[src/hw/rtl/chbt_pkg.sv]
// ----------------------------------------------------------------------------
// chbt_pkg
// Shared types, constants and helpers of the chunked body tracker.
// ----------------------------------------------------------------------------
package chbt_pkg;

	localparam int SIZE_BITS_DEF   = 32;
	localparam int LENGTH_BITS_DEF = 48;
	localparam int QUEUE_DEPTH     = 2;

	localparam logic [7:0] CHAR_CR    = 8'h0D;
	localparam logic [7:0] CHAR_LF    = 8'h0A;
	localparam logic [7:0] CHAR_DIG0  = 8'h30;
	localparam logic [7:0] CHAR_DIG9  = 8'h39;
	localparam logic [7:0] CHAR_UPR_A = 8'h41;
	localparam logic [7:0] CHAR_UPR_F = 8'h46;
	localparam logic [7:0] CHAR_LWR_A = 8'h61;
	localparam logic [7:0] CHAR_LWR_F = 8'h66;
	localparam logic [3:0] HEX_LETTER_OFS = 4'd9;

	typedef enum logic [7:0] {
		PH_HEX_FIRST = 8'b0000_0001,
		PH_HEX_MORE  = 8'b0000_0010,
		PH_LF        = 8'b0000_0100,
		PH_DATA      = 8'b0000_1000,
		PH_TAIL_CR   = 8'b0001_0000,
		PH_TAIL_LF   = 8'b0010_0000,
		PH_LAST      = 8'b0100_0000,
		PH_ERROR     = 8'b1000_0000
	} phase_t;

	typedef struct packed {
		logic [7:0] data_byte;
		logic       start_of_message;
		logic       segment_end;
	} item_t;

	// classified byte handed from front to back
	typedef struct packed {
		logic [7:0] data_byte;
		logic       hex_valid;
		logic [3:0] hex_digit;
		logic       is_cr;
		logic       is_lf;
		logic       restart;
		logic       seg_end;
	} token_t;

	typedef struct packed {
		logic        payload_valid;
		logic [7:0]  payload_byte;
		logic [31:0] chunk_left;
		logic [47:0] total_length;
		logic        last_chunk;
		logic        parse_error;
		logic        segment_end_out;
	} result_t;

	// {valid, value} of an ASCII hex digit
	function automatic logic [4:0] hex_decode(input logic [7:0] c);
		logic [4:0] r;
		r = '0;
		if (c >= CHAR_DIG0 && c <= CHAR_DIG9) begin
			r = {1'b1, c[3:0]};
		end else if ((c >= CHAR_UPR_A && c <= CHAR_UPR_F) ||
				(c >= CHAR_LWR_A && c <= CHAR_LWR_F)) begin
			r = {1'b1, c[3:0] + HEX_LETTER_OFS};
		end
		return r;
	endfunction

endpackage

[src/hw/rtl/http_chunked_body_tracker_top.sv]
// ----------------------------------------------------------------------------
// http_chunked_body_tracker_top
// Byte-serial tracker for an HTTP/1.1 chunked message body.
// ----------------------------------------------------------------------------
// Usage:
//   Input side is a queue write port: present item and raise push; a beat is
//   taken at a rising edge with push high and full low. Each beat carries one
//   body byte, start_of_message (restart parsing before this byte) and
//   segment_end (last byte of a buffer).
//   Result side is a queue read port: while empty is low the oldest result
//   stands on result; pop with empty low takes it. Every input beat yields
//   exactly one result beat, in order.
//   A taken byte passes the token queue, then the result queue, before its
//   result shows. Throughput: one byte per cycle while pop keeps the result
//   queue from filling. The back end's framing state machine updates its size,
//   count and saturating total together, so its loop closes every clock.
//   Stalls: holding pop low fills the result queue, then the back end halts
//   and the token queue fills; full rises with four bytes in flight.
//   Reset (arst_n low) empties both queues and returns the parser to the
//   start of a size line with zero count and zero total.
// ----------------------------------------------------------------------------
module http_chunked_body_tracker_top #(
	parameter int SIZE_BITS   = chbt_pkg::SIZE_BITS_DEF,
	parameter int LENGTH_BITS = chbt_pkg::LENGTH_BITS_DEF
) (
	input  logic              clk,
	input  logic              arst_n,
	input  logic              push,
	input  chbt_pkg::item_t   item,
	output logic              full,
	input  logic              pop,
	output chbt_pkg::result_t result,
	output logic              empty
);
	import chbt_pkg::*;

	localparam int TOKW = $bits(token_t);
	localparam int RESW = $bits(result_t);

	token_t          tok_in;
	token_t          tok_out;
	logic [TOKW-1:0] tok_rdata;
	logic            tok_empty;
	logic            tok_pop;
	result_t         res;
	logic            res_push;
	logic            res_full;
	logic [RESW-1:0] res_rdata;

	// Front end: classify the byte as it arrives.
	chbt_front u_front (
		.item  (item),
		.token (tok_in)
	);

	// Token queue: decouple classification from the framing logic.
	chbt_fifo #(
		.WIDTH (TOKW),
		.DEPTH (QUEUE_DEPTH)
	) u_tok_q (
		.clk    (clk),
		.arst_n (arst_n),
		.push   (push),
		.wdata  (TOKW'(tok_in)),
		.full   (full),
		.pop    (tok_pop),
		.rdata  (tok_rdata),
		.empty  (tok_empty)
	);

	assign tok_out = token_t'(tok_rdata);

	// Back end: advance the framing state, one token per beat.
	chbt_back #(
		.SIZE_BITS   (SIZE_BITS),
		.LENGTH_BITS (LENGTH_BITS)
	) u_back (
		.clk       (clk),
		.arst_n    (arst_n),
		.tok       (tok_out),
		.tok_valid (!tok_empty),
		.tok_pop   (tok_pop),
		.res       (res),
		.res_ready (!res_full),
		.res_push  (res_push)
	);

	// Result queue: hold finished results while the receiver stalls.
	chbt_fifo #(
		.WIDTH (RESW),
		.DEPTH (QUEUE_DEPTH)
	) u_res_q (
		.clk    (clk),
		.arst_n (arst_n),
		.push   (res_push),
		.wdata  (RESW'(res)),
		.full   (res_full),
		.pop    (pop),
		.rdata  (res_rdata),
		.empty  (empty)
	);

	assign result = result_t'(res_rdata);

endmodule

[src/hw/rtl/chbt_fifo.sv]
// ----------------------------------------------------------------------------
// chbt_fifo
// Small register queue with push/full and pop/empty sides.
// ----------------------------------------------------------------------------
module chbt_fifo #(
	parameter int WIDTH = 8,
	parameter int DEPTH = 2
) (
	input  logic             clk,
	input  logic             arst_n,
	input  logic             push,
	input  logic [WIDTH-1:0] wdata,
	output logic             full,
	input  logic             pop,
	output logic [WIDTH-1:0] rdata,
	output logic             empty
);
	localparam int PW = (DEPTH > 1) ? $clog2(DEPTH) : 1;
	localparam int CW = $clog2(DEPTH + 1);

	logic [WIDTH-1:0] mem_q [DEPTH];
	logic [PW-1:0]    wr_ptr_q;
	logic [PW-1:0]    rd_ptr_q;
	logic [CW-1:0]    cnt_q;
	logic             do_push;
	logic             do_pop;

	assign full    = (cnt_q == CW'(DEPTH));
	assign empty   = (cnt_q == '0);
	assign do_push = push && !full;
	assign do_pop  = pop && !empty;
	assign rdata   = mem_q[rd_ptr_q];

	always_ff @(posedge clk or negedge arst_n) begin
		if (!arst_n) begin
			wr_ptr_q <= '0;
			rd_ptr_q <= '0;
			cnt_q    <= '0;
		end else begin
			if (do_push) begin
				wr_ptr_q <= (wr_ptr_q == PW'(DEPTH - 1)) ? '0 : wr_ptr_q + 1'b1;
			end
			if (do_pop) begin
				rd_ptr_q <= (rd_ptr_q == PW'(DEPTH - 1)) ? '0 : rd_ptr_q + 1'b1;
			end
			if (do_push && !do_pop) begin
				cnt_q <= cnt_q + 1'b1;
			end else if (do_pop && !do_push) begin
				cnt_q <= cnt_q - 1'b1;
			end
		end
	end

	// hold payload, no reset needed
	always_ff @(posedge clk) begin
		if (do_push) begin
			mem_q[wr_ptr_q] <= wdata;
		end
	end

endmodule

[src/hw/rtl/chbt_front.sv]
// ----------------------------------------------------------------------------
// chbt_front
// Classify each incoming byte: hex digit value, CR, LF, control flags.
// ----------------------------------------------------------------------------
module chbt_front (
	input  chbt_pkg::item_t  item,
	output chbt_pkg::token_t token
);
	import chbt_pkg::*;

	logic [4:0] hex;

	assign hex = hex_decode(item.data_byte);

	always_comb begin
		token.data_byte = item.data_byte;
		token.hex_valid = hex[4];
		token.hex_digit = hex[3:0];
		token.is_cr     = (item.data_byte == CHAR_CR);
		token.is_lf     = (item.data_byte == CHAR_LF);
		token.restart   = item.start_of_message;
		token.seg_end   = item.segment_end;
	end

endmodule

[src/hw/rtl/chbt_back.sv]
// ----------------------------------------------------------------------------
// chbt_back
// Chunk framing state machine: size parse, payload count, running total.
// ----------------------------------------------------------------------------
module chbt_back #(
	parameter int SIZE_BITS   = chbt_pkg::SIZE_BITS_DEF,
	parameter int LENGTH_BITS = chbt_pkg::LENGTH_BITS_DEF
) (
	input  logic              clk,
	input  logic              arst_n,
	input  chbt_pkg::token_t  tok,
	input  logic              tok_valid,
	output logic              tok_pop,
	output chbt_pkg::result_t res,
	input  logic              res_ready,
	output logic              res_push
);
	import chbt_pkg::*;

	localparam int SUMW = ((SIZE_BITS > LENGTH_BITS) ? SIZE_BITS : LENGTH_BITS) + 1;
	localparam int CLW  = (SIZE_BITS > 32) ? SIZE_BITS : 32;
	localparam int TLW  = (LENGTH_BITS > 48) ? LENGTH_BITS : 48;

	phase_t                 ph_q, ph_e, ph_n;
	logic [SIZE_BITS-1:0]   acc_q, acc_e, acc_n;
	logic [SIZE_BITS-1:0]   rem_q, rem_e, rem_n, rem_dec;
	logic [LENGTH_BITS-1:0] tot_q, tot_e, tot_n;
	logic [SUMW-1:0]        sum;
	logic                   sat;
	logic                   valid;
	logic [CLW-1:0]         rem_wide;
	logic [TLW-1:0]         tot_wide;
	logic                   restart;

	assign tok_pop  = tok_valid && res_ready;
	assign res_push = tok_pop;

	// only a waiting token may restart the parser
	assign restart = tok_valid && tok.restart;

	// restart drops the stored state before this byte
	always_comb begin
		ph_e  = restart ? PH_HEX_FIRST : ph_q;
		acc_e = restart ? '0 : acc_q;
		rem_e = restart ? '0 : rem_q;
		tot_e = restart ? '0 : tot_q;
	end

	assign sum     = SUMW'(tot_e) + SUMW'(acc_e);
	assign sat     = |sum[SUMW-1:LENGTH_BITS];
	assign rem_dec = (rem_e == '0) ? '0 : rem_e - 1'b1;

	always_comb begin
		ph_n  = ph_e;
		acc_n = acc_e;
		rem_n = rem_e;
		tot_n = tot_e;
		valid = 1'b0;
		unique case (ph_e)
			PH_HEX_FIRST, PH_HEX_MORE: begin
				if (tok.hex_valid) begin
					if (acc_e[SIZE_BITS-1 -: 4] != '0) begin
						ph_n = PH_ERROR;
					end else begin
						acc_n = {acc_e[SIZE_BITS-5:0], tok.hex_digit};
						ph_n  = PH_HEX_MORE;
					end
				end else if (tok.is_cr && ph_e == PH_HEX_MORE) begin
					ph_n = PH_LF;
				end else begin
					ph_n = PH_ERROR;
				end
			end
			PH_LF: begin
				if (!tok.is_lf) begin
					ph_n = PH_ERROR;
				end else if (acc_e == '0) begin
					ph_n = PH_LAST;
				end else begin
					rem_n = acc_e;
					tot_n = sat ? '1 : sum[LENGTH_BITS-1:0];
					acc_n = '0;
					ph_n  = PH_DATA;
				end
			end
			PH_DATA: begin
				valid = 1'b1;
				rem_n = rem_dec;
				if (rem_dec == '0) begin
					ph_n = PH_TAIL_CR;
				end
			end
			PH_TAIL_CR: begin
				ph_n = PH_TAIL_LF;
			end
			PH_TAIL_LF: begin
				ph_n  = PH_HEX_FIRST;
				acc_n = '0;
			end
			PH_LAST, PH_ERROR: begin
				ph_n = ph_e;
			end
			default: begin
				ph_n = PH_ERROR;
			end
		endcase
	end

	always_ff @(posedge clk or negedge arst_n) begin
		if (!arst_n) begin
			ph_q  <= PH_HEX_FIRST;
			acc_q <= '0;
			rem_q <= '0;
			tot_q <= '0;
		end else if (tok_pop) begin
			ph_q  <= ph_n;
			acc_q <= acc_n;
			rem_q <= rem_n;
			tot_q <= tot_n;
		end
	end

	assign rem_wide = CLW'(rem_n);
	assign tot_wide = TLW'(tot_n);

	always_comb begin
		res.payload_valid   = valid;
		res.payload_byte    = tok.data_byte;
		res.chunk_left      = rem_wide[31:0];
		res.total_length    = tot_wide[47:0];
		res.last_chunk      = (ph_n == PH_LAST);
		res.parse_error     = (ph_n == PH_ERROR);
		res.segment_end_out = tok.seg_end;
	end

`ifndef SYNTHESIS
	a_data_has_count: assert property (@(posedge clk) disable iff (!arst_n)
		(ph_q == PH_DATA) |-> (rem_q != '0))
		else $error("payload phase with zero bytes left");

	a_error_sticky: assert property (@(posedge clk) disable iff (!arst_n)
		(tok_pop && !tok.restart && ph_q == PH_ERROR) |=> (ph_q == PH_ERROR))
		else $error("error cleared without restart");

	a_total_monotone: assert property (@(posedge clk) disable iff (!arst_n)
		(tok_pop && !tok.restart) |=> (tot_q >= $past(tot_q)))
		else $error("running total decreased");

	a_payload_clean: assert property (@(posedge clk) disable iff (!arst_n)
		(res_push && res.payload_valid) |-> (!res.last_chunk && !res.parse_error))
		else $error("payload byte flagged last or error");
`endif

endmodule
[config.mk]
export PLATFORM = sky130hd
export DESIGN_NAME = http_chunked_body_tracker_top
export DESIGN_NICKNAME = d
export VERILOG_FILES = /design/src/hw/rtl/chbt_pkg.sv /design/src/hw/rtl/http_chunked_body_tracker_top.sv /design/src/hw/rtl/chbt_fifo.sv /design/src/hw/rtl/chbt_front.sv /design/src/hw/rtl/chbt_back.sv
export SDC_FILE = /design/constraint.sdc
export NUM_CORES = 1
export LEC_CHECK = 0
export BUFFER_PORTS_ARGS = -buffer_cell sky130_fd_sc_hd__buf_2
export CORE_MARGIN = 5
export CORE_UTILIZATION = 56
export DETAILED_ROUTE_END_ITERATION = 10
export GPL_ROUTABILITY_DRIVEN = 0
export PLACE_DENSITY = 0.77
export SLEW_MARGIN = 20
export SYNTH_ARGS = -nofsm -noshare
export SYNTH_HDL_FRONTEND = slang
export SYNTH_SLANG_ARGS = --single-unit
[constraint.sdc]
create_clock -name clk -period 5.7 [get_ports clk]
set_clock_uncertainty 0.15 [all_clocks]
set_input_delay 0.285 -clock clk [delete_from_list [all_inputs] [get_ports clk]]
set_output_delay 0.285 -clock clk [all_outputs]
set_load 0.03 [all_outputs]
* Yosys cells after proc, flatten, opt, wreduce, memory -nomap -nowiden *
Memory sizes are Yosys's and may differ from the RTL's.
Cells that the tools add are included.

word-level totals
  flip-flop bits (word level) = 128
  RAM bits = 218
  output and inout port bits = 94
  word-level logic and storage cells = 115
  memories kept = 2

cells by class
  add/subtract/negate cells = 11
  $lt $le $gt $ge = 6
  eq/ne operators = 14
  multiplexer cells = 39
  reduce and logical (&&, ||, !) cells = 33

memory list
  memory         depth  width  read ports  clocked after memory_dff  wr ports  RTL line         source
  u_res_q.mem_q  2      92     1           0                         1         chbt_fifo.sv:21  logic [WIDTH-1:0] mem_q [DEPTH];
  u_tok_q.mem_q  2      17     1           0                         1         chbt_fifo.sv:21

operators by type and width
  kind                     number
  $mux W32                 9
  $mux W48                 5
  $logic_not A32 Y1        3
  $pmux W32 S3             1
  $pmux W32 S2             1
  $add A48 B32 Y49         1
  $mux W8                  6
  $pmux W8 S6              1
  $sub A32 B1 Y32 const B  1
  $eq A8 B4 Y1 const B     3
  $eq A8 B7 Y1 const B     2
  $eq A8 B8 Y1 const B     2
  $ge A8 B7 Y1 const B     2
  $le A8 B7 Y1 const B     2
  $logic_and A1 B1 Y1      14
  $mux W5                  2
  $mux W1                  9
  $eq A8 B1 Y1 const B     1
  $eq A8 B2 Y1 const B     1
  $eq A8 B3 Y1 const B     1
  $eq A8 B5 Y1 const B     1
  $eq A8 B6 Y1 const B     1
  $ge A8 B6 Y1 const B     1
  $le A8 B6 Y1 const B     1
  13 further kinds         32

* Logic depth before layout (Yosys ltp) *
  depth after elaboration = 10
  gate-level depth with buffers = 24
  gate-level depth less buffers = 15

* By module *
Synthesis repeated with hierarchy kept, for this count alone.

unflattened totals
  cell total of the unflattened synthesis = 1615
  area, all modules = 18819.3 µm²

by module, submodules not included
  module                         instances  cells each  area each (µm²)  sequential area each (µm²)
  chbt_back                      1          1198        9917.0           3004.1
  chbt_fifo at u_res_q           1          305         7116.8           5625.4
  chbt_fifo at u_tok_q           1          72          1473.9           1121.1
  chbt_front                     1          38          304.0            0.0
  http_chunked_body_tracker_top  1          2           7.5              0.0

* Worst setup path after synthesis *
No wires, ideal clock.

  path type = flip-flop to flip-flop
  start point = register u_res_q.cnt_q[1]
  end point = memory u_res_q.mem_q[0][0] (netlist name) (enable)
  arrival time = 4.860 ns
  setup slack = 0.146 ns
  cell stages (with the launch flop) = 6
  cell sequence = dfrtp_1 > inv_1 > o22ai_1 > clkbuf_1 > clkbuf_1 > nor2_1

between the ends
  longest elaborated chain between the ends = 6

ends and longest elaborated chain
  item                             RTL line                                              source
  start: declaration               chbt_fifo.sv:24                                       logic [CW-1:0] cnt_q;
  start signal: assignment         chbt_fifo.sv:47                                       cnt_q <= cnt_q + 1'b1;
  start signal: assignment         chbt_fifo.sv:49                                       cnt_q <= cnt_q - 1'b1;
  $eq A2 B2 Y1 *                   chbt_fifo.sv:28                                       assign full = (cnt_q == CW'(DEPTH));
  $logic_not A1 Y1 *               http_chunked_body_tracker_top.sv:84, chbt_fifo.sv:30
  $logic_and A1 B1 Y1              chbt_back.sv:35                                       assign tok_pop = tok_valid && res_ready;
  $logic_and A1 B1 Y1 *            chbt_fifo.sv:30                                       assign do_push = push && !full;
  $mux W1 *                        chbt_fifo.sv:56                                       if (do_push) begin
  $mux W1 (implied by the code) *  chbt_fifo.sv:57                                       mem_q[wr_ptr_q] <= wdata;
  end: declaration                 chbt_fifo.sv:21

Every way passes the cells marked *; elsewhere a longest branch is shown, timed or not.

* Worst setup path after layout *
  start point = register u_tok_q.rd_ptr_q
  end point = register u_back.tot_q[0]

between the ends
  longest elaborated chain between the ends = 8

ends and longest elaborated chain
  item                                         RTL line                          source
  start: declaration                           chbt_fifo.sv:23                   logic [PW-1:0] rd_ptr_q;
  start signal: assignment                     chbt_fifo.sv:44                   rd_ptr_q <= (rd_ptr_q == PW'(DEPTH - 1)) ? '0 : rd_ptr_q + 1'b1;
  $mem_v2 Z2 W17 *                             --
  $logic_and A1 B1 Y1                          chbt_back.sv:39                   assign restart = tok_valid && tok.restart;
  $mux W48 / $mux W32 (equally long branches)  chbt_back.sv:46, chbt_back.sv:44
  $add A48 B32 Y49                             chbt_back.sv:49                   assign sum = SUMW'(tot_e) + SUMW'(acc_e);
  $mux W48                                     chbt_back.sv:81                   tot_n = sat ? '1 : sum[LENGTH_BITS-1:0];
  $mux W48                                     chbt_back.sv:77                   end else if (acc_e == '0) begin
  $mux W48                                     chbt_back.sv:75                   if (!tok.is_lf) begin
  $mux W48 *                                   chbt_back.sv:59                   unique case (ph_e)
  end signal: assignment                       chbt_back.sv:119                  tot_q <= tot_n;
  end: declaration                             chbt_back.sv:27                   logic [LENGTH_BITS-1:0] tot_q, tot_e, tot_n;

Marks and branches as above.
A chain may end at the register's enable or synchronous reset.

==> impl_metrics.yaml <==
timing:
  timing.setup.tns_ns: 0
  slew_violations: 0
  maxSlewHeadroom: 0.288
  fmax_mhz: 194
  hold_viol: 0
  fin_ws_ns: 0.533
  rsz0062_at_grt: "false"
  timing.final.crit_share: 0.906
  layout_min_cycle_time_ns: 5.17
  timing.hold.ws_ns: 0.260
  tightestPinTransition_ns: 1.07
  setup_viol: 0
setup_path:
  rr_startpoint: "u_tok_q.rd_ptr_q$_DFFE_PN0P_"
  r2r_cells: 15
  max_stage_delay_ns: 0.71
  cp-end-kind: "register"
  critPathSlowestCell: "nand2b_1"
  reg2reg_to: "u_back.tot_q[0]$_DFFE_PN0P_"
  worstPathArrival_ns: 5.44
  critPathMaxFanout: 16
  crit_chain: "mux2i_1 > or2_2 > and2_1 > ha_1 > inv_1 > fa_1 > nand2b_1 > a21oi_1 > o21a_1 > o311ai_2 > a2111o_1 > a221oi_1 > nand2b_1 > nor2_1 > o31ai_1"
  critPathRequiredTime_ns: 5.97
  crit_path_frequent_cell: "nand2b_1"
  worstSetupStartpoint: "u_tok_q.rd_ptr_q$_DFFE_PN0P_"
  cp-endpoint: "u_back.tot_q[0]$_DFFE_PN0P_"
  startpoint_type: "register"
  criticalPathCategory: "register to register"
  r2r_setup_slack_ns: 0.53
route:
  drc: 0
  vias_per_cell: 6.33
  drtPass1Iterations: 6
  drt_iter0_markers: 1642
  routed_wl_um: 44800
  ant_nets: 0
  wl_per_cell_um: 20.8
  vias: 13600
die:
  die_w_um: 189
  die_h_um: 189
  fp-row-count: 65
  dieArea_um2: 35900
  core_area_um2: 31600
  start_util: 0.569
  boundaryPins: 108
cts:
  cts_made_buffers: 37
  cts_buffer_depth: 3
  clk_latency_ns: 0.53
  htreeDepth: 2
  path_clk_slew_ns: 0.06
  cts_tree: "built"
  cts_post_setup_buffers_inserted: 0
  cts_resized: 0
  cts-root-buf: "clkbuf_16"
  hold_buffers: 13
  clock_sink_count: 346
cells_and_area:
  utilization: 0.639
  multi_input_comb_area_um2: 7830
  layout-drive-gt1-share: 0.191
  fill_cells: 2331
  syn2layout_area_growth_pct: 12.3
  fin_nets: 1777
  insertedDiodeCount: 0
  stdcell_count: 2152
  regArea_um2: 9750
global_route:
  antenna_found_initial: 0
  grt_pass1_vias: 13500
  grt_overflow_total: 0
  grt_pass1_wl_um: 72400
  grt_max_degree: 80
  track_usage: 0.247
power:
  peakVddDrop_v: 0.000478
  cellPowerDensity_nw_per_um2: 600
  leakagePower_uw: 0.00828
synthesis:
  ys_top_cells_by_count: "edfxtp_1 (218), nand2_1 (190), nor2_1 (146), dfrtp_1 (127), mux2_2 (119)"
  async_reset_ff_frac: 0.370
  synth_top_area_frac: 0.363
  synth_edf_count: 218
  synth.most_common_cell: "edfxtp_1"
  yosysTopAreaCell: "edfxtp_1"
  syn-num-nets: 1688
  ys_seq_area_frac: 0.541
  synth-seq-cells: 346
  synth_flop_cell: "edfxtp_1"
  synth.area.top_cells: "edfxtp_1 (36%), dfrtp_1 (18%), mux2_2 (7.4%)"
  yosys_warnings: 0
  synth_cell_type_count: 77
  syn-cell-area_um2: 18000
  avgSynthCellArea_um2: 11.0
  syn_inst: 1633
place:
  post-dp-hpwl_um: 29800
  dp.cells: 2070
  post-place-ws_ns: 0.642
  port_buffers: 107
job:
  drv_cap: 0
status:
  status: "finished, final reports clean"
hold_path:
  hp-class: "input port to asynchronous set/reset pin"
-- cell usage in the layout, fill, tap and decap left out, drive strengths merged, types with 5 or more instances in the layout --
cell,synthesis,final
o21ai,70,70
ha,40,40
and3,15,15
a21oi,80,80
a21o,13,13
a221o,20,20
dfrtp,127,127
a31oi,14,14
a2111oi,6,6
buf,22,127
nor2,146,146
nand2b,9,9
nor4b,8,8
o22ai,10,10
clkbuf,68,51
inv,32,35
nand4,15,15
mux2,119,119
or3,8,8
xnor2,41,41
a22o,29,29
a22oi,7,7
dlygate4sd3,0,13
nand3,34,34
clkinv,0,8
a211oi,8,8
a2bb2oi,15,15
nand2,190,190
or2,5,5
and2,72,72
nor4,24,24
edfxtp,218,218
o31ai,24,24
nor3,29,29
mux2i,11,11
o2bb2ai,6,6
xor2,23,23
or4,11,11
nor3b,5,5
-- cell families (layout without fill, tap and decap cells) --
group,count (synthesis),after routing,share of synthesized area
AND/OR/NAND/NOR,582,582,0.157
adder cells (fa/ha/maj),41,41,0.0289
flip-flops,346,346,0.541
buffers and inverters,122,239,0.0272
AO/OA/AOI/OAI,348,348,0.134
multiplexers,130,130,0.0805
XOR/XNOR,64,64,0.0311
-- final cells by class --
cell class                 instances  area share
timing repair buffer             140      0.0423
multi-input combinational       1165       0.387
tap                              402      0.0249
inverter                          32     0.00594
sequential                       346       0.482
clock buffer                      51      0.0504
clock inverter                    16     0.00724
-- registers in the layout, indices dropped and copies added (netlist names), 2 cells and up --
register / count
u_back.rem_q: 32
u_res_q.mem_q: 184
u_back.ph_q: 8
u_back.tot_q: 48
u_tok_q.cnt_q: 2
u_tok_q.mem_q: 34
u_back.acc_q: 32
u_res_q.cnt_q: 2
-- stage by stage --
stage,area [um^2],total power [uW]
after global placement,18900,9630
after CTS,20200,12100
after detailed placement,18900,9770
after global routing,20200,12800
final,20200,12100
after floorplan,18000,8260
-- worst min-delay path by stage --
stage | from | slack (ns) | endpoint
floorplan | arst_n | -0.16 | u_back.acc_q[0]$_DFFE_PN0P_
global placement | arst_n | 0.28 | u_back.rem_q[13]$_DFFE_PN0P_
detailed placement | arst_n | 0.29 | u_back.rem_q[13]$_DFFE_PN0P_
CTS | arst_n | 0.29 | u_back.rem_q[7]$_DFFE_PN0P_
global route | arst_n | 0.33 | u_back.rem_q[7]$_DFFE_PN0P_
finish | arst_n | 0.26 | u_back.rem_q[7]$_DFFE_PN0P_
-- routing by layer --
layer	global-route usage	vias up	wire length, um
li1	-	6242	-
met2	0.398	676	20500
met4	0.0846	0	1800
met3	0.0551	141	4060
met5	0	-	0
met1	0.336	6558	18400
-- critical path: cells and delay by family, from the launching register on --
family / cells / cell delay, ns
and+or+nand+nor: 5 / 1.65
DFF: 1 / 0.36
buffers and inverters: 1 / 0.07
muxes: 1 / 0.36
adders and majority gates: 2 / 0.59
AOI/OAI and AO/OA: 6 / 1.88
-- where the power goes --
group | switching [uW] | internal (uW)
registers | 504 | 3790
clock network | 970 | 1350
logic | 3680 | 1830
(Power assumes the default switching activity.)
